===== config.mk =====
export PLATFORM = sky130hd
export DESIGN_NAME = bitmap_slot_allocator
export DESIGN_NICKNAME = d
export VERILOG_FILES = /design/src/rtl/bsa_pkg.sv /design/src/rtl/bsa_ram.sv /design/src/rtl/bitmap_slot_allocator.sv
export SDC_FILE = /design/constraint.sdc
export NUM_CORES = 1
export LEC_CHECK = 0
export ABC_CLOCK_PERIOD_IN_PS = 7000
export BUFFER_PORTS_ARGS = -buffer_cell sky130_fd_sc_hd__buf_2
export CORE_ASPECT_RATIO = 0.9
export CORE_UTILIZATION = 40
export CTS_BUF_LIST = sky130_fd_sc_hd__clkbuf_8 sky130_fd_sc_hd__clkbuf_16
export DETAILED_ROUTE_END_ITERATION = 6
export SLEW_MARGIN = 0
export SYNTH_ARGS = -nofsm -noshare
export SYNTH_HDL_FRONTEND = slang
export SYNTH_SLANG_ARGS = --single-unit
export TNS_END_PERCENT = 50

===== constraint.sdc =====
create_clock -name clk -period 7 [get_ports clk]
set_input_delay 0.7 -clock clk [delete_from_list [all_inputs] [get_ports clk]]
set_output_delay 0.7 -clock clk [all_outputs]
set_load 0.03 [all_outputs]

===== src/rtl/bsa_pkg.sv =====
// ----------------------------------------------------------------------------
// bsa_pkg
// Field widths, request kinds and result codes of the slot allocator.
// ----------------------------------------------------------------------------
`timescale 1ns / 1ps
`default_nettype none

package bsa_pkg;

  localparam int KIND_W   = 2;
  localparam int SLOT_W   = 10;
  localparam int POOL_W   = 11;
  localparam int STATUS_W = 2;

  // slot count, tied to the slot and pool field widths
  localparam int SLOTS    = 1024;

  localparam logic [KIND_W-1:0] KIND_ALLOC   = 2'd0;
  localparam logic [KIND_W-1:0] KIND_RELEASE = 2'd1;
  localparam logic [KIND_W-1:0] KIND_CANCEL  = 2'd2;

  localparam logic [STATUS_W-1:0] ST_OK          = 2'd0;
  localparam logic [STATUS_W-1:0] ST_EMPTY       = 2'd1;
  localparam logic [STATUS_W-1:0] ST_CANCELLED   = 2'd2;
  localparam logic [STATUS_W-1:0] ST_BAD_RELEASE = 2'd3;

endpackage : bsa_pkg

`default_nettype wire


===== src/rtl/bsa_ram.sv =====
// ----------------------------------------------------------------------------
// bsa_ram
// Generic simple dual-port RAM, one write and one registered read a cycle.
// ----------------------------------------------------------------------------
`timescale 1ns / 1ps
`default_nettype none

module bsa_ram #(
  parameter int WIDTH = 64,
  parameter int DEPTH = 16,
  parameter int AW    = (DEPTH > 1) ? $clog2(DEPTH) : 1
) (
  input  logic             clk,
  input  logic             we,
  input  logic [AW-1:0]    waddr,
  input  logic [WIDTH-1:0] wdata,
  input  logic [AW-1:0]    raddr,
  output logic [WIDTH-1:0] rdata
);

  logic [WIDTH-1:0] mem [DEPTH];

  always_ff @(posedge clk) begin
    if (we) begin
      mem[waddr] <= wdata;
    end
    rdata <= mem[raddr];
  end

endmodule : bsa_ram

`default_nettype wire


===== src/rtl/bitmap_slot_allocator.sv =====
// ----------------------------------------------------------------------------
// bitmap_slot_allocator
// First-fit free-slot allocator over a word-organised availability bitmap.
// ----------------------------------------------------------------------------
// Requests arrive on in_valid/in_stall with a kind (allocate, release, set
// cancel flag), a slot and a cancel value; each request yields one result on
// out_valid/out_stall with a granted slot and a status.
// The bitmap sits in a RAM of WORDS words; one scan unit (word counter, base
// adder and a subtract/compare) walks it one word per cycle.
// States a request passes, from its acceptance to the next acceptance:
//   allocate : S_ACHK for each word scanned up to the first free one
//              (at most WORDS), then S_DONE
//   release  : S_RFIND up to the slot's word, S_RCHK, S_DONE; bad slots S_DONE
//   cancel   : S_DONE
// The result shows on out_valid in the same cycle that in_stall drops for the next request.
// The next request is taken once the previous result sits in the output
// register, so a stalled receiver holds one finished result and the block
// still takes one more request, then waits to deliver it.
// Reset and every pool size write rebuild the bitmap in a pass over all WORDS
// words (one word a cycle) with in_stall high; a pool size write also
// clears the cancel flag. Reset drops any pending result.
// ----------------------------------------------------------------------------
`timescale 1ns / 1ps
`default_nettype none

module bitmap_slot_allocator #(
  parameter int WORD_BITS = 64
) (
  input  logic                           clk,
  input  logic                           rst_n,
  // request channel
  input  logic                           in_valid,
  output logic                           in_stall,
  input  logic [bsa_pkg::KIND_W-1:0]     in_kind,
  input  logic [bsa_pkg::SLOT_W-1:0]     in_slot,
  input  logic                           in_cancel_value,
  // result channel
  output logic                           out_valid,
  input  logic                           out_stall,
  output logic [bsa_pkg::SLOT_W-1:0]     out_granted_slot,
  output logic [bsa_pkg::STATUS_W-1:0]   out_status,
  // configuration
  input  logic                           cfg_wr_en,
  input  logic [bsa_pkg::POOL_W-1:0]     cfg_wr_data
);

  import bsa_pkg::*;

  localparam int WORDS  = (SLOTS + WORD_BITS - 1) / WORD_BITS;
  localparam int WIDX_W = (WORDS > 1) ? $clog2(WORDS) : 1;
  localparam int BIT_W  = $clog2(WORD_BITS);
  localparam int BASE_W = $clog2(WORDS * WORD_BITS) + 1;
  localparam int CMP_W  = ((BASE_W > POOL_W) ? BASE_W : POOL_W) + 1;
  localparam int SUM_W  = (BASE_W > SLOT_W) ? BASE_W : SLOT_W;

  typedef enum logic [5:0] {
    S_FILL  = 6'b000001,
    S_IDLE  = 6'b000010,
    S_ACHK  = 6'b000100,
    S_RFIND = 6'b001000,
    S_RCHK  = 6'b010000,
    S_DONE  = 6'b100000
  } state_t;

  state_t                state_r, state_nxt;
  logic [WIDX_W-1:0]     w_r, w_nxt;
  logic [BASE_W-1:0]     base_r, base_nxt;
  logic [BIT_W-1:0]      bit_r, bit_nxt;
  logic [POOL_W-1:0]     pool_r, pool_nxt;
  logic [SLOT_W-1:0]     slot_r, slot_nxt;
  logic                  cancelled_r, cancelled_nxt;
  logic [SLOT_W-1:0]     res_slot_r, res_slot_nxt;
  logic [STATUS_W-1:0]   res_status_r, res_status_nxt;
  logic                  out_valid_r, out_valid_nxt;
  logic [SLOT_W-1:0]     out_slot_r, out_slot_nxt;
  logic [STATUS_W-1:0]   out_status_r, out_status_nxt;

  logic                  ram_we;
  logic [WIDX_W-1:0]     ram_waddr, ram_raddr;
  logic [WORD_BITS-1:0]  ram_wdata, ram_rdata;

  logic                  last_word;
  logic [CMP_W-1:0]      diff;
  logic                  diff_neg, diff_ge_wb;
  logic [WORD_BITS-1:0]  fill_word;
  logic [WORD_BITS-1:0]  low_bit;
  logic [BIT_W-1:0]      low_idx;
  logic [SUM_W-1:0]      grant_sum;
  logic                  accept, deliver;

  bsa_ram #(
    .WIDTH (WORD_BITS),
    .DEPTH (WORDS),
    .AW    (WIDX_W)
  ) u_ram (
    .clk   (clk),
    .we    (ram_we),
    .waddr (ram_waddr),
    .wdata (ram_wdata),
    .raddr (ram_raddr),
    .rdata (ram_rdata)
  );

  // ---- shared scan datapath ----
  assign last_word = (w_r == WIDX_W'(WORDS - 1));

  // distance from the current word base to the pool end (fill) or slot (release)
  assign diff       = ((state_r == S_FILL) ? CMP_W'(pool_r) : CMP_W'(slot_r))
                      - CMP_W'(base_r);
  assign diff_neg   = diff[CMP_W-1];
  assign diff_ge_wb = !diff_neg && (diff >= CMP_W'(WORD_BITS));

  always_comb begin
    if (diff_neg) begin
      fill_word = '0;
    end else if (diff_ge_wb) begin
      fill_word = '1;
    end else begin
      fill_word = ~({WORD_BITS{1'b1}} << diff[BIT_W-1:0]);
    end
  end

  // lowest set bit isolated, then encoded by an OR over the one-hot word
  assign low_bit = ram_rdata & (~ram_rdata + WORD_BITS'(1));

  always_comb begin
    low_idx = '0;
    for (int i = 0; i < WORD_BITS; i++) begin
      if (low_bit[i]) begin
        low_idx = low_idx | BIT_W'(i);
      end
    end
  end

  assign grant_sum = SUM_W'(base_r) + SUM_W'(low_idx);

  // ---- handshakes ----
  assign in_stall = (state_r != S_IDLE);
  assign accept   = in_valid && (state_r == S_IDLE);
  assign deliver  = (state_r == S_DONE) && (!out_valid_r || !out_stall);

  // ---- sequencer ----
  always_comb begin
    state_nxt      = state_r;
    w_nxt          = w_r;
    base_nxt       = base_r;
    bit_nxt        = bit_r;
    pool_nxt       = pool_r;
    slot_nxt       = slot_r;
    cancelled_nxt  = cancelled_r;
    res_slot_nxt   = res_slot_r;
    res_status_nxt = res_status_r;
    ram_we         = 1'b0;
    ram_waddr      = w_r;
    ram_wdata      = fill_word;
    ram_raddr      = w_r;

    unique case (state_r)
      S_FILL: begin
        ram_we = 1'b1;
        if (last_word) begin
          state_nxt = S_IDLE;
        end else begin
          w_nxt    = w_r + WIDX_W'(1);
          base_nxt = base_r + BASE_W'(WORD_BITS);
        end
      end

      S_IDLE: begin
        ram_raddr = '0;
        if (accept) begin
          w_nxt          = '0;
          base_nxt       = '0;
          slot_nxt       = in_slot;
          res_slot_nxt   = '0;
          res_status_nxt = ST_OK;
          unique case (in_kind)
            KIND_ALLOC: begin
              if (cancelled_r) begin
                res_status_nxt = ST_CANCELLED;
                state_nxt      = S_DONE;
              end else begin
                state_nxt = S_ACHK;
              end
            end
            KIND_RELEASE: begin
              if (POOL_W'(in_slot) >= pool_r) begin
                res_status_nxt = ST_BAD_RELEASE;
                state_nxt      = S_DONE;
              end else begin
                state_nxt = S_RFIND;
              end
            end
            KIND_CANCEL: begin
              cancelled_nxt = in_cancel_value;
              state_nxt     = S_DONE;
            end
            default: begin
              state_nxt = S_DONE;
            end
          endcase
        end
      end

      S_ACHK: begin
        // next word is fetched while this one is checked
        ram_raddr = last_word ? w_r : (w_r + WIDX_W'(1));
        if (ram_rdata != '0) begin
          ram_we         = 1'b1;
          ram_wdata      = ram_rdata & ~low_bit;
          res_slot_nxt   = grant_sum[SLOT_W-1:0];
          res_status_nxt = ST_OK;
          state_nxt      = S_DONE;
        end else if (last_word) begin
          res_status_nxt = ST_EMPTY;
          state_nxt      = S_DONE;
        end else begin
          w_nxt    = w_r + WIDX_W'(1);
          base_nxt = base_r + BASE_W'(WORD_BITS);
        end
      end

      S_RFIND: begin
        if (!diff_ge_wb) begin
          bit_nxt   = diff[BIT_W-1:0];
          state_nxt = S_RCHK;
        end else begin
          w_nxt    = w_r + WIDX_W'(1);
          base_nxt = base_r + BASE_W'(WORD_BITS);
        end
      end

      S_RCHK: begin
        if (ram_rdata[bit_r]) begin
          res_status_nxt = ST_BAD_RELEASE;
        end else begin
          ram_we    = 1'b1;
          ram_wdata = ram_rdata | (WORD_BITS'(1) << bit_r);
        end
        state_nxt = S_DONE;
      end

      S_DONE: begin
        if (deliver) begin
          state_nxt = S_IDLE;
        end
      end

      default: begin
        state_nxt = S_FILL;
      end
    endcase

    // pool size write restarts the rebuild pass
    if (cfg_wr_en) begin
      pool_nxt      = (32'(cfg_wr_data) > SLOTS) ? POOL_W'(SLOTS) : cfg_wr_data;
      cancelled_nxt = 1'b0;
      state_nxt     = S_FILL;
      w_nxt         = '0;
      base_nxt      = '0;
    end
  end

  // ---- output register ----
  always_comb begin
    out_valid_nxt  = out_valid_r;
    out_slot_nxt   = out_slot_r;
    out_status_nxt = out_status_r;
    if (deliver) begin
      out_valid_nxt  = 1'b1;
      out_slot_nxt   = res_slot_r;
      out_status_nxt = res_status_r;
    end else if (!out_stall) begin
      out_valid_nxt = 1'b0;
    end
  end

  always_ff @(posedge clk) begin
    if (!rst_n) begin
      state_r     <= S_FILL;
      w_r         <= '0;
      base_r      <= '0;
      pool_r      <= '0;
      cancelled_r <= 1'b0;
      out_valid_r <= 1'b0;
    end else begin
      state_r     <= state_nxt;
      w_r         <= w_nxt;
      base_r      <= base_nxt;
      pool_r      <= pool_nxt;
      cancelled_r <= cancelled_nxt;
      out_valid_r <= out_valid_nxt;
    end
  end

  always_ff @(posedge clk) begin
    bit_r        <= bit_nxt;
    slot_r       <= slot_nxt;
    res_slot_r   <= res_slot_nxt;
    res_status_r <= res_status_nxt;
    out_slot_r   <= out_slot_nxt;
    out_status_r <= out_status_nxt;
  end

  assign out_valid        = out_valid_r;
  assign out_granted_slot = out_slot_r;
  assign out_status       = out_status_r;

endmodule : bitmap_slot_allocator

`default_nettype wire


==> results of run 1 <==
## cells in the final DEF (no fill, tap or decap), drive strengths merged, types with 4 or more instances in the layout
cell / n
mux4: 11
nand3: 38
clkbuf: 129
or2: 7
a31oi: 77
nor4: 42
and4b: 8
mux2i: 986
o22ai: 60
nand2: 78
a2111oi: 4
nor2b: 10
and2: 13
nand4: 16
o221ai: 8
inv: 88
clkinv: 39
nand3b: 6
buf: 119
a21oi: 86
o211ai: 8
ha: 22
and3: 11
a211oi: 18
o21ai: 38
a21o: 5
nor3: 59
or4: 11
o21a: 16
nand2b: 12
nor2: 105
dfxtp: 92
edfxtp: 1064
and4: 13
or3: 10
## worst paths after layout
check,start,to,slack (ns),cells past startpoint
hold reg to reg,res_slot_r[6],out_granted_slot[6],0.42,0
hold / removal,in_slot[5],slot_r[5],0.19,1
setup reg to reg,state_r[2],u_ram.mem[11][6],1.26,12
setup / recovery,state_r[2],u_ram.mem[11][6],1.26,12
## area by class of cell
class	instances	area (um^2)
Inverter	43	161.4
Clock inverter	90	493.0
Sequential cell	1156	33790
Timing Repair Buffer	119	1051
Fill cell	10810	67510
Multi-Input combinational cell	1847	15590
Clock buffer	129	3104
Tap cell	1674	2095
## synthesized netlist by cell type (11+ instances only)
master and instances:
nor3_1 59, dfxtp_1 92, a21oi_1 84, nand3_1 37, inv_1 40, buf_1 15
mux2i_1 986, nand2_1 76, and2_1 13, o22ai_2 19, nand2b_1 12, o21ai_0 37
nor2_1 104, ha_1 22, a31oi_1 76, o21a_1 16, nor4_1 36, mux4_2 11
and3_1 11, clkbuf_1 63, edfxtp_1 1064, buf_2 104, o22ai_1 41, a211oi_1 17
nand4_1 16, and4_1 13
## logic make-up (layout without fill, tap and decap cells)
| group | after synthesis | count (layout) | share of synthesized area (%) |
|---|---|---|---|
| AO/OA/AOI/OAI | 369 | 369 | 5.056 |
| AND/OR/NAND/NOR | 451 | 451 | 4.842 |
| XOR/XNOR | 5 | 5 | 0.08720 |
| multiplexers | 998 | 998 | 20.16 |
| buffers and inverters | 229 | 381 | 2.015 |
| other | 2 | 2 | 0.01495 |
| adder cells (fa/ha/maj) | 22 | 22 | 0.5480 |
| flip-flops | 1156 | 1156 | 67.27 |
## worst reg2reg max path, cell delays in order (launching register included)
cell and delay, ns:
dfxtp_1 0.39, nor4_2 0.53, nand2_1 0.65, nand2_1 0.23
o21ai_0 0.11, ha_1 0.37, nor3b_1 0.16, or4_1 0.40
a21boi_0 0.41, a31oi_4 0.22, buf_12 0.23, nor4_1 1.02
o22ai_1 0.60
## state kept, by name (all words and copies together), names as in the netlist, 5 cells and up
name	flops
u_ram.mem	1024
u_ram.rdata	64
pool_r	11
out_granted_slot	10
res_slot_r	10
slot_r	10
bit_r	6
state_r	6
base_r	5
## routing by layer
layer,share of wire [%],wire length (um),GRT usage (%)
met5,0.015,20,0
met4,3.1,4222,6.743
met3,6.4,8655,3.383
met2,44,59470,31.40
met1,46,62060,30.57
## power by group
part | internal, mW | switching, mW | total, mW | leakage [nW]
sequential | 8.21 | 0.282 | 8.50 | 10.6
combinational | 0.538 | 1.20 | 1.74 | 11.3
clock | 3.26 | 2.57 | 5.84 | 1.92
==> flow_metrics.tcl, run 1 <==
set metrics [dict create \
    run_status "finished, violations left" \
    violations "DRC" \
    setup_viol 0 \
    p_total_mw 16.07 \
    hpwl_um 75820 \
    syn_nets 3283 \
    synth_async_sr_flop_share_pct 0 \
    cp-end-kind "register" \
    yosysSeqAreaShare_pct 67.27 \
    slew_headroom_pct 7.439 \
    cts_sinks 1156 \
    ys.flop_type "edfxtp_1" \
    synth_top_area_share_pct 63.61 \
    setup_tns_ns 0 \
    final_core_util_pct 45.47 \
    dieWidth_um 375.5 \
    preCtsSetupSlack_ns 1.449 \
    clk_latency_ns 0.73 \
    drv_slew 0 \
    cts_tree "done" \
    grt_pass1_wl_um 195100 \
    place_inst 4838 \
    area_delta_synth_final_pct 12.06 \
    grt_use_total_pct 20.82 \
    layout-drive-gt1-share_pct 10.79 \
    layout_setup_ws_ns 1.255 \
    fin_skew_ns 0.03598 \
    p_per_area_nw_per_um2 285.5 \
    path_cells "nor4_2 -> nand2_1 -> nand2_1 -> o21ai_0 -> ha_1 -> nor3b_1 -> or4_1 -> a21boi_0 -> a31oi_4 -> buf_12 -> nor4_1 -> o22ai_1" \
    rsz0062_at_grt "no" \
    cts_max_level 3 \
    overflow 0 \
    num_io_pins 43 \
    io_buffers 42 \
    crit_fanout 63 \
    ys_seq_elements 1156 \
    hold_violations 0 \
    timing.hold.ws_ns 0.1889 \
    cts_hold_buffers 0 \
    setup.worst_path.start_class "register" \
    cp_top_family "simple AND/OR/NAND/NOR gates" \
    num_rows 122 \
    post-route-period-util_pct 82.07 \
    synth_area_leader_cell "edfxtp_1" \
    worst_path_most_repeated_cell "nand2_1" \
    place_area_um2 52660 \
    worst_pin_slew_ns 1.388 \
    wl_um 134400 \
    viasPerCell 5.715 \
    cp.required_ns 7.28 \
    netlist_area_um2 50230 \
    antenna_found_initial 3 \
    crit_buf_inv 1 \
    clkTransAtPathRegs_ns 0.06 \
    crit_arrival_ns 6.02 \
    core_area_um2 123800 \
    cts_root_buffer "clkbuf_16" \
    dr_total_vias 28910 \
    fin_area_um2 56290 \
    cts_made_buffers 116 \
    path_class "register to register" \
    ant_nets 0 \
    max_cap_violations 0 \
    min_period_ns 5.745 \
    grt_pass1_vias 27880 \
    yosysUniqueCellTypes 90 \
    insertedDiodeCount 0 \
    layout.nets 3334 \
    ys_top_cells_by_area "edfxtp_1, mux2i_1, dfxtp_1" \
    grt_max_degree 116 \
    ir_drop_uv 206.8 \
    start_util_pct 40.58 \
    max_clock_freq_mhz 174.1 \
    cts_setup_buffers 0 \
    ctsResizeCount 0 \
    wl_per_cell_um 26.58 \
    p_leak_nw 23.85 \
    place.gp.congestion 1.034 \
    first_pass_iters 7 \
    netlist_instances 3232 \
    die-area_um2 127000 \
    synth_enable_flop_cells 1064 \
    drc 2 \
    clock_path_buffers 3 \
    slowest_stage "nor4_1" \
    syn_area_per_cell_um2 15.54 \
    fin_cells 5058 \
    cpPeakStageDelay_ns 0.89 \
    drt-initial-drc-count 3199 \
    die_h_um 338.2 \
    hold_path.class "input port to register" \
    ys_warn_count 0 \
]
Note: power is estimated with default switching activity, not from simulation.
==> run 2, diff against run 1 <==
- ABC_AREA: not set -> 1
- ABC_CLOCK_PERIOD_IN_PS: 7000 -> 5630
- clock period: 7 -> 5.63 ns (I/O delays scaled with it)
==> flow_metrics.tcl, run 2 <==
set metrics [dict create \
    ys_seq_elements 1156 \
    clock_path_buffers 3 \
    synthTopCellsByCount "edfxtp_1, inv_1, nand2_1, nand3_1, o21ai_0" \
    cpPeakStageDelay_ns 1.06 \
    syn_area_per_cell_um2 10.80 \
    layout-drive-gt1-share_pct 8.275 \
    dieWidth_um 378.3 \
    rsz0062_at_grt "no" \
    wl_um 155300 \
    netlist_area_um2 50980 \
    post-route-period-util_pct 83.74 \
    hold_violations 0 \
    largest_reg_flops 1024 \
    worst_pin_slew_ns 1.394 \
    ys.flop_type "edfxtp_1" \
    start_util_pct 40.54 \
    wl_per_cell_um 23.81 \
    overflow 0 \
    r2r.worst_path.cells 14 \
    yosysMostFrequentCell "edfxtp_1" \
    layout_commonest_cell "edfxtp_1" \
    clkTransAtPathRegs_ns 0.07 \
    core_area_um2 125700 \
    cts_tree "done" \
    num_io_pins 43 \
    synth_async_sr_flop_share_pct 0 \
    cp-end-kind "register" \
    mostFrequentLayoutCells "edfxtp_1, inv_1, nand2_1, nand3_1, o21ai_0" \
    p_per_area_nw_per_um2 601.7 \
    ys_top_cells_by_area "edfxtp_1, inv_1, nand3_1" \
    p_comb_share_pct 33.1 \
    dr_total_vias 36130 \
    synth_enable_flop_cells 1064 \
    final_core_util_pct 45.71 \
    antenna_found_initial 6 \
    r2r_setup_slack_ns 0.92 \
    clk_latency_ns 0.76 \
    hold_path.class "input port to register" \
    cp.required_ns 5.96 \
    viasPerCell 5.539 \
    ant_nets 0 \
    ir_drop_uv 454.9 \
    first_pass_iters 7 \
    fin_cells 6523 \
    r2r_end "u_ram.mem[3][58]" \
    worst_path_most_repeated_cell "nand2_1" \
    die-area_um2 128900 \
    crit_arrival_ns 5.05 \
    path_cells "nand2_1 -> inv_1 -> nand2_1 -> nand4_1 -> o21ai_0 -> o21bai_1 -> nand3_1 -> nand3_1 -> nand3_2 -> nand3_4 -> inv_4 -> nand2_1 -> buf_12 -> o21ai_1" \
    grt_pass1_vias 33320 \
    crit_fanout 20 \
    holdPathEnd "slot_r[5]" \
    syn_nets 4771 \
    die_h_um 340.7 \
    path_class "register to register" \
    layout.nets 4783 \
    yosysSeqAreaShare_pct 66.29 \
    cts_sinks 1156 \
    setup.worst_path.start_class "register" \
    power.switching_mw 13.13 \
    p_leak_nw 21.13 \
    slew_headroom_pct 6.430 \
    netlist_instances 4720 \
    cp.depth 14 \
    grt_pass1_wl_um 226800 \
    num_rows 123 \
    hpwl_um 92680 \
    fin_skew_ns 0.04434 \
    r2r_start "bit_r[0]" \
    place_inst 6290 \
    cp_top_family "simple AND/OR/NAND/NOR gates" \
    slowest_stage "o21ai_1" \
    drc 12 \
    place.gp.congestion 1.075 \
    violations "DRC" \
    max_clock_freq_mhz 212.1 \
    max_cap_violations 0 \
    intPower_mw 21.46 \
    grt_use_total_pct 23.88 \
    drt-initial-drc-count 3994 \
    swShare_pct 37.96 \
    seqPwrFrac_pct 44.9 \
    run_status "finished, violations left" \
    cts_max_level 3 \
    hold_depth 1 \
    setup_viol 0 \
    cts_root_buffer "clkbuf_16" \
    ys_warn_count 0 \
    min_from "in_slot[5]" \
    synth_area_leader_cell "edfxtp_1" \
    cts_made_buffers 118 \
    fillers 11500 \
    grt_max_degree 177 \
    reg_top3 "u_ram.mem (1024), u_ram.rdata (64), pool_r (11)" \
    yosysUniqueCellTypes 57 \
    setup_tns_ns 0 \
    drv_slew 0 \
    regMostFlops "u_ram.mem" \
    power_frac_clock_pct 22.0 \
    io_buffers 42 \
    synth_top_area_share_pct 62.68 \
    min_period_ns 4.715 \
    area_delta_synth_final_pct 12.75 \
    crit_buf_inv 3 \
]
run 2: cell count changes after synthesis, sizes merged, moves of 21 or more:
cell,change
clkbuf,+62
mux2i,-986
nand2,+529
a31oi,-72
o22ai,-36
inv,+681
a32oi,+21
nand4,+65
o21ai,+338
nand3,+446
nor2,+121
nor4,-29
a21oi,+230
o211ai,+259
run 2: worst register-to-register path: stages, from the launching register on:
cell and delay, ns:
edfxtp_1 0.44, nand2_1 0.53, inv_1 0.49, nand2_1 0.09, nand4_1 0.11, o21ai_0 0.08
o21bai_1 0.22, nand3_1 0.12, nand3_1 0.10, nand3_2 0.31, nand3_4 0.19, inv_4 0.22
nand2_1 0.13, buf_12 0.19, o21ai_1 1.07
run 2: worst max-delay path by stage:
stage,from,end
2_1_floorplan,bit_r[0],u_ram.mem[3][0]
3_3_place_gp,bit_r[1],u_ram.mem[12][58]
3_5_place_dp,bit_r[0],u_ram.mem[14][58]
4_1_cts,bit_r[0],u_ram.mem[12][58]
5_1_grt,state_r[2],u_ram.mem[6][58]
6_report,bit_r[0],u_ram.mem[3][58]
run 2: what timing repair did:
| action | CTS | global route |
|---|---|---|
| hold endpoints to repair | 8 | 0 |
| gates resized for setup | 0 | 0 |
| setup buffers | 0 | 0 |
| hold buffers | 8 | 0 |
run 2: power groups by stage:
stage	sequential, mW	combinational, mW	clock, mW
5_1_grt	15.7	12.5	8.07
2_1_floorplan	15.4	6.66	0
4_1_cts	15.5	11.3	7.74
3_3_place_gp	15.6	11.1	0
6_report	15.5	11.4	7.62
3_5_place_dp	15.7	11.2	0
run 2: layout make-up:
cell class	count	area, um^2	share of cell area (%)
repair buffers	156	1599	2.782
diodes	2	5.005	0.008707
multi-input cells	2577	13470	23.43
clock inverters	93	651.9	1.134
clock buffers	129	3127	5.440
inverters	723	2724	4.739
well taps	1687	2111	3.672
flip-flops and latches	1156	33790	58.79
run 2: routing by layer:
metal / wire length, um / vias up / track usage, %
met1: 68970 / 17570 / 34.40
met3: 12390 / 315 / 4.722
met5: 12 / - / 0
met4: 5080 / 2 / 7.515
met2: 68890 / 1505 / 36.23
li1: - / 16740 / -
run 2: logic make-up (layout without fill, tap and decap cells):
kind of cell | count (synthesis) | count (layout) | share of synthesized area [%]
AO/OA/AOI/OAI | 1057 | 1057 | 12.22
XOR/XNOR | 7 | 7 | 0.1203
adder cells (fa/ha/maj) | 22 | 22 | 0.5400
buffers and inverters | 987 | 1101 | 7.589
flip-flops | 1156 | 1156 | 66.29
other | 2 | 4 | 0.01473
AND/OR/NAND/NOR | 1489 | 1489 | 13.22
run 2: through the flow:
stage / total power, mW / hold slack [ns] / cell area, um^2 / worst slack (ns)
3_3_place_gp: 26.69 / 0.4008 / 53610 / 1.229
6_report: 34.58 / 0.05683 / 57480 / 0.9152
3_5_place_dp: 26.90 / 0.4052 / 53610 / 1.156
4_1_cts: 34.53 / 0.002236 / 57470 / 1.101
2_1_floorplan: 22.07 / 0.4003 / 50980 / -1.005
5_1_grt: 36.17 / 0.01129 / 57470 / 0.8440
